## src/hw/rtl/sst_pkg.sv

```systemverilog
// Package for the sorted set table: operation codes, control state, the
// per-cell control struct and the fixed field widths. No dependencies.
package sst_pkg;

  // Fixed field widths
  localparam int unsigned VALUE_W    = 32;
  localparam int unsigned OPCODE_W   = 3;
  localparam int unsigned COUNT_O_W  = 7;

  // Default number of entries
  localparam int unsigned SST_CAPACITY = 64;

  // Operation codes
  typedef enum logic [OPCODE_W-1:0] {
    OP_ADD      = 3'd0,
    OP_REMOVE   = 3'd1,
    OP_CONTAINS = 3'd2,
    OP_RMIN     = 3'd3,
    OP_RMAX     = 3'd4
  } opcode_t;

  // Control sequence of one item
  typedef enum logic [1:0] {
    ST_IDLE,
    ST_CMP,
    ST_APP,
    ST_OUT
  } state_t;

  // Broadcast control to every cell
  typedef struct packed {
    logic cmp;   // capture compare flags against the key
    logic ins;   // open a slot at the key's place and write the key
    logic del;   // close the gap at the matching entry
    logic pop;   // shift everything down by one
  } cell_ctl_t;

endpackage

```

## src/hw/rtl/sst_cell.sv

```systemverilog
// One cell of the sorted table: holds one entry, compares it with the key
// and shifts up or down with its neighbors. Depends on sst_pkg.
module sst_cell #(
  parameter int unsigned IDX   = 0,
  parameter int unsigned CNT_W = 7
) (
  input  logic                              clk,
  input  logic                              rst_n,
  input  sst_pkg::cell_ctl_t                ctl,
  input  logic signed [sst_pkg::VALUE_W-1:0] key,
  input  logic [CNT_W-1:0]                  count,
  input  logic signed [sst_pkg::VALUE_W-1:0] prev_val,
  input  logic                              prev_le,
  input  logic signed [sst_pkg::VALUE_W-1:0] next_val,
  output logic signed [sst_pkg::VALUE_W-1:0] val,
  output logic                              le,
  output logic                              eq,
  output logic signed [sst_pkg::VALUE_W-1:0] tail_val
);

  logic signed [sst_pkg::VALUE_W-1:0] val_r, val_nxt;
  logic le_r, eq_r;
  logic valid;

  // Entry is live while its index is below the count
  assign valid = CNT_W'(IDX) < count;

  // Compare flags, captured once per item
  always_ff @(posedge clk) begin
    if (!rst_n) begin
      le_r <= 1'b0;
      eq_r <= 1'b0;
    end else if (ctl.cmp) begin
      le_r <= valid && (val_r <= key);
      eq_r <= valid && (val_r == key);
    end
  end

  // Shift network: insert opens a slot above the entries <= key
  always_comb begin
    val_nxt = val_r;
    if (ctl.ins) begin
      if (!le_r) begin
        val_nxt = prev_le ? key : prev_val;
      end
    end else if (ctl.del) begin
      if (!le_r || eq_r) begin
        val_nxt = next_val;
      end
    end else if (ctl.pop) begin
      val_nxt = next_val;
    end
  end

  // Entry storage, no reset: read only after written
  always_ff @(posedge clk) begin
    val_r <= val_nxt;
  end

  assign val      = val_r;
  assign le       = le_r;
  assign eq       = eq_r;
  assign tail_val = (CNT_W'(IDX + 1) == count) ? val_r : '0;

endmodule

```

## config.mk

```make
export PLATFORM = sky130hd
export DESIGN_NAME = sst_cell
export DESIGN_NICKNAME = d
export VERILOG_FILES = /design/src/hw/rtl/sst_pkg.sv /design/src/hw/rtl/sst_cell.sv
export SDC_FILE = /design/constraint.sdc
export NUM_CORES = 1
export LEC_CHECK = 0
export ABC_AREA = 1
export BUFFER_PORTS_ARGS = -buffer_cell sky130_fd_sc_hd__buf_4
export CAP_MARGIN = 30
export CORE_MARGIN = 5
export CORE_UTILIZATION = 35
export DETAILED_ROUTE_END_ITERATION = 10
export PLACE_DENSITY = 0.69
export SLEW_MARGIN = 20
export SYNTH_ARGS = -nofsm -noshare
export SYNTH_HDL_FRONTEND = slang
export SYNTH_SLANG_ARGS = --single-unit
```

## constraint.sdc

```tcl
create_clock -name clk -period 2.5 [get_ports clk]
set_input_delay 0.25 -clock clk [delete_from_list [all_inputs] [get_ports clk]]
set_output_delay 0.25 -clock clk [all_outputs]
set_load 0.1 [all_outputs]
```

# ---- Word-level counts from Yosys, hierarchy flattened
# Cells that the tools add are included.
dict set report totals {
  ff_bits 34
  word_cells 22
  output_inout_bits 66
  input_bits 110
}
dict set report op_classes {
  order_cmp 2
  n_mux 7
  reduce_logical 6
  n_eq_ne 4
}
# operator n
set op_table {}
lappend op_table {{32-bit two-way mux} 7}
lappend op_table {{32-bit equality test} 1}
lappend op_table {{32-bit <= comparator} 1}
lappend op_table {{1-bit by 7-bit equality test with 1-bit output (first input constant)} 1}
lappend op_table {{1-bit by 7-bit < comparator with 1-bit output (first input constant)} 1}
lappend op_table {{3-bit by 1-bit inequality test with 1-bit output (second input constant)} 1}
lappend op_table {{3-bit AND reduction} 1}
lappend op_table {{3-bit nonzero test} 1}
lappend op_table {{1-bit logical AND} 2}
lappend op_table {{2-bit inequality test (second input constant)} 1}
lappend op_table {{1-bit zero test} 1}
lappend op_table {{1-bit logical OR} 1}

# ---- Longest topological paths before layout
dict set report logic_depth {
  ltp_word 5
  ltp_mapped 16
  mapped_depth_nobuf 16
}

# ---- Worst setup path before layout
# Ideal clock, no wire load.
dict set report synth_timing {
  path_kind {reg-to-reg}
  from {reg eq_r (netlist: eq)}
  to {reg val_r (netlist bit val[0]) (enable)}
  synth_period_minus_slack_ns 3.192
  stages_incl_launch_ff 3
  path_buffers 0
  setup_slack_ns -0.692
  required_ns 2.068
  arrival_time_ns 2.760
  setup_ns 0.432
  path_cell_list {dfxtp_1 o21ai_0 a21oi_1}
}
dict set report synth_via {
  elab_chain_len 3
}
# item line
set synth_lines {}
lappend synth_lines {{from (decl)} sst_cell.sv:22} ;# logic le_r, eq_r;
lappend synth_lines {{from (signal assigned)} sst_cell.sv:35} ;# eq_r <= valid && (val_r == key);
lappend synth_lines {{1-bit logical OR} sst_cell.sv:47} ;# if (!le_r || eq_r) begin
lappend synth_lines {{3-bit by 1-bit inequality test with 1-bit output (no line)} --}
lappend synth_lines {{3-bit AND reduction (no line)} --}
lappend synth_lines {{to (signal assigned)} sst_cell.sv:57} ;# val_r <= val_nxt;
lappend synth_lines {{to (decl)} sst_cell.sv:21} ;# logic signed [sst_pkg::VALUE_W-1:0] val_r, val_nxt;
# No other way between the ends.
# A chain may end at the register's enable or synchronous reset.

# ---- Worst setup path in the final report
dict set report layout_timing {
  from {in count[4]}
  to {out tail_val[19] in the netlist's numbering}
}
dict set report layout_via {
  elab_chain_len 2
}
# item line
set layout_lines {}
lappend layout_lines {{from (decl)} sst_cell.sv:11} ;# input logic [CNT_W-1:0] count,
lappend layout_lines {{1-bit by 7-bit equality test with 1-bit output} sst_cell.sv:63} ;# assign tail_val = (CNT_W'(IDX + 1) == count) ? val_r : '0;
lappend layout_lines {{32-bit two-way mux} sst_cell.sv:63}
lappend layout_lines {{to (decl)} sst_cell.sv:18} ;# output logic signed [sst_pkg::VALUE_W-1:0] tail_val
# No other way between the ends.

==> reports/summary.json <==
{
  "synth.top_cells.by_area": "edfxtp_1 33%, ha_1 14%, o21ai_0 11%, inv_1 9.9%, nand2_1 8.8%",
  "final_nets": 714,
  "initial_utilization": 0.355,
  "dieWidth_um": 101,
  "timing.critical_path.slowest_cell_delay_ns": 0.35,
  "max-clock-path-buffers": 2,
  "synthTopCellsByCount": "76 x inv_1, 67 x nand2_1, 63 x nor2_1",
  "synth_edf_count": 32,
  "area.growth.synth_to_final_pct": 52.4,
  "maxCapViolCount": 0,
  "synthMostInstantiatedCell": "inv_1",
  "pwr_density_cell_mw_per_mm2": 541,
  "cp.required_ns": 2.25,
  "hold_path.class": "input pin to flip-flop",
  "synth_seq_cells": 34,
  "postCtsResizedCells": 0,
  "post_route_cells_drive_above_1_share": 0.344,
  "die_h_um": 101,
  "setup_viol": 0,
  "worst_setup_path_end_kind": "primary output",
  "synthDistinctLibCells": 20,
  "floorplan.core_area_sq_mm": 0.00809,
  "largest_net_degree_at_the_start_of_global_routing": 35,
  "cts-hold-fix-buffers": 0,
  "clk_skew_ns": 0.00421,
  "detail_route.first_pass.iterations": 4,
  "avgViaCountPerCell": 4.63,
  "crit_path_cell_trace": "buf_4 -> nor3_1 -> nand2_1 -> or3b_1 -> buf_4 -> nor2_1 -> buf_4",
  "cts.sink_count": 34,
  "dieArea_sq_mm": 0.0101,
  "antenna_cells": 0,
  "final_util": 0.541,
  "place_congestion": 0.793,
  "wl_per_cell_um": 14.1,
  "ys_async_sr_fraction": 0,
  "detailedRoute.firstIterationViolations": 141,
  "maxSlewHeadroom": 0.592,
  "synthesized_net_count": 543,
  "cts_post_setup_buffers_inserted": 0,
  "post_synthesis_sequential_area_ratio": 0.348,
  "worstSkewPairLatency_ns": 0.28,
  "grt_usage": 0.183,
  "numPortBuffers": 175,
  "syn_area_per_cell_sq_um": 7.16,
  "grt_pass1_wl_um": 15000,
  "detail-route-antenna-nets": 0,
  "finalHoldViolations": 0,
  "cp.arrival_ns": 1.70,
  "place_hpwl_um": 7580,
  "ioPinCount": 176,
  "post-layout-total-power_w": 0.00237,
  "synth_largest_area_cell": "edfxtp_1",
  "htreeDepth": 2,
  "ys_warn_count": 0,
  "finalCritPeriodShare": 0.778,
  "syn-cell-area_sq_mm": 0.00287,
  "peakVddDrop_v": 0.000263,
  "cp_max_fo": 32,
  "route.detailed.drc": 0,
  "vias": 3139,
  "cts_tree": "yes",
  "path_delay_family": "simple AND/OR/NAND/NOR gates",
  "worst_slew_pin_slew_ns": 0.612,
  "fmax_mhz": 514,
  "report.final.slew_viol_count": 0,
  "std_cell_rows": 33,
  "netlist_instances": 401,
  "clkTransAtPathRegs_ns": 0.07,
  "grt-ovfl-total": 0,
  "most_prevalent_standard_cell_on_the_critical_path": "buf_4",
  "netlist.area_leader.share": 0.334,
  "routed_wirelength_um": 9570,
  "outcome": "finished clean",
  "critical_path_buf_inv_count": 3,
  "crit_path_top_delay_cell": "or3b_1",
  "unrepaired_setup_endpoints_after_global_routing": "false",
  "start_kind": "input pin",
  "cts-buffers-inserted": 5,
  "post-route-min-period_ns": 1.95,
  "ctsRootBufferMaster": "clkbuf_8",
  "cellLeakagePower_nw": 2.36,
  "most_instantiated_flip_flop_cell_in_the_synthesis_netlist": "edfxtp_1",
  "timing.setup.critical_path_class": "input pin to primary output",
  "via_count_of_the_first_global_routing_pass": 3151,
  "antenna_found_initial": 0
}
==> per-layer routing <==
layer  GRT usage  up-vias  wire length, um  share of wire
met5           0        -                0              0
met4      0.0415        0               68         0.0071
met3      0.0194        5              395          0.041
met2       0.348       72             5180           0.54
met1       0.218     1435             3930           0.41
li1            -     1627                -              -
==> worst paths after layout <==
| path | startpoint | endpoint | slack, ns | cells after the start |
|---|---|---|---|---|
| max reg2reg | val[31] | le | 0.65 | 9 |
| min reg2reg | eq | eq | 0.50 | 2 |
| min | rst_n | le | 0.23 | 3 |
| max | count[4] | tail_val[19] | 0.55 | 7 |
==> layout make-up <==
| class | instances | area (sq um) |
|---|---|---|
| clock buffer | 8 | 80.1 |
| fill | 822 | 3720 |
| inverter | 76 | 285 |
| multi-input combinational | 275 | 1510 |
| sequential | 34 | 1000 |
| tap | 105 | 131 |
| timing repair buffer | 180 | 1370 |
==> power breakdown <==
part	switching (W)	internal [W]
Combinational	0.000839	0.000341
Clock	0.000201	0.000198
Sequential	0.0000661	0.000721
Total	0.00111	0.00126
==> layout by cell type (no fill, tap or decap), drive strengths merged <==
cell type | synthesis | routed
a21o | 2 | 2
a21oi | 17 | 17
buf | 4 | 180
clkbuf | 12 | 8
dfxtp | 2 | 2
edfxtp | 32 | 32
ha | 32 | 32
inv | 76 | 76
nand2 | 67 | 67
nand3 | 4 | 4
nand4 | 3 | 3
nor2 | 73 | 73
nor3 | 5 | 5
nor4 | 1 | 1
o21a | 2 | 2
o21ai | 68 | 68
or3b | 1 | 1
==> registers in the layout, indices dropped and copies added (netlist names) <==
| name | flops |
|---|---|
| val | 32 |
| eq | 1 |
| le | 1 |
==> cell families (layout without fill, tap and decap cells) <==
| logic type | Yosys count | count (layout) | share of synthesized area |
|---|---|---|---|
| compound gates | 89 | 89 | 0.159 |
| fa+ha+maj | 32 | 32 | 0.139 |
| simple gates | 154 | 154 | 0.223 |
| flops | 34 | 34 | 0.348 |
| buf+inv | 92 | 264 | 0.131 |
==> worst min-delay path, delay by kind of cell <==
kind	cells	cell delay, ns
compound gates	1	0.10
buf+inv	2	0.12
==> per-stage QoR <==
step | hold WS, ns | setup slack [ns] | TNS [ns] | instance area, sq um | std cells
after CTS | 0.218 | 0.528 | 0 | 4380 | 678
final | 0.226 | 0.555 | 0 | 4380 | 678
after floorplan | 0.382 | -0.114 | -2.44 | 2880 | 401
after global routing | 0.220 | 0.394 | 0 | 4380 | 678
after global placement | 0.474 | 0.588 | 0 | 4270 | 669
after detailed placement | 0.487 | 0.521 | 0 | 4300 | 670
(Power assumes the default switching activity.)
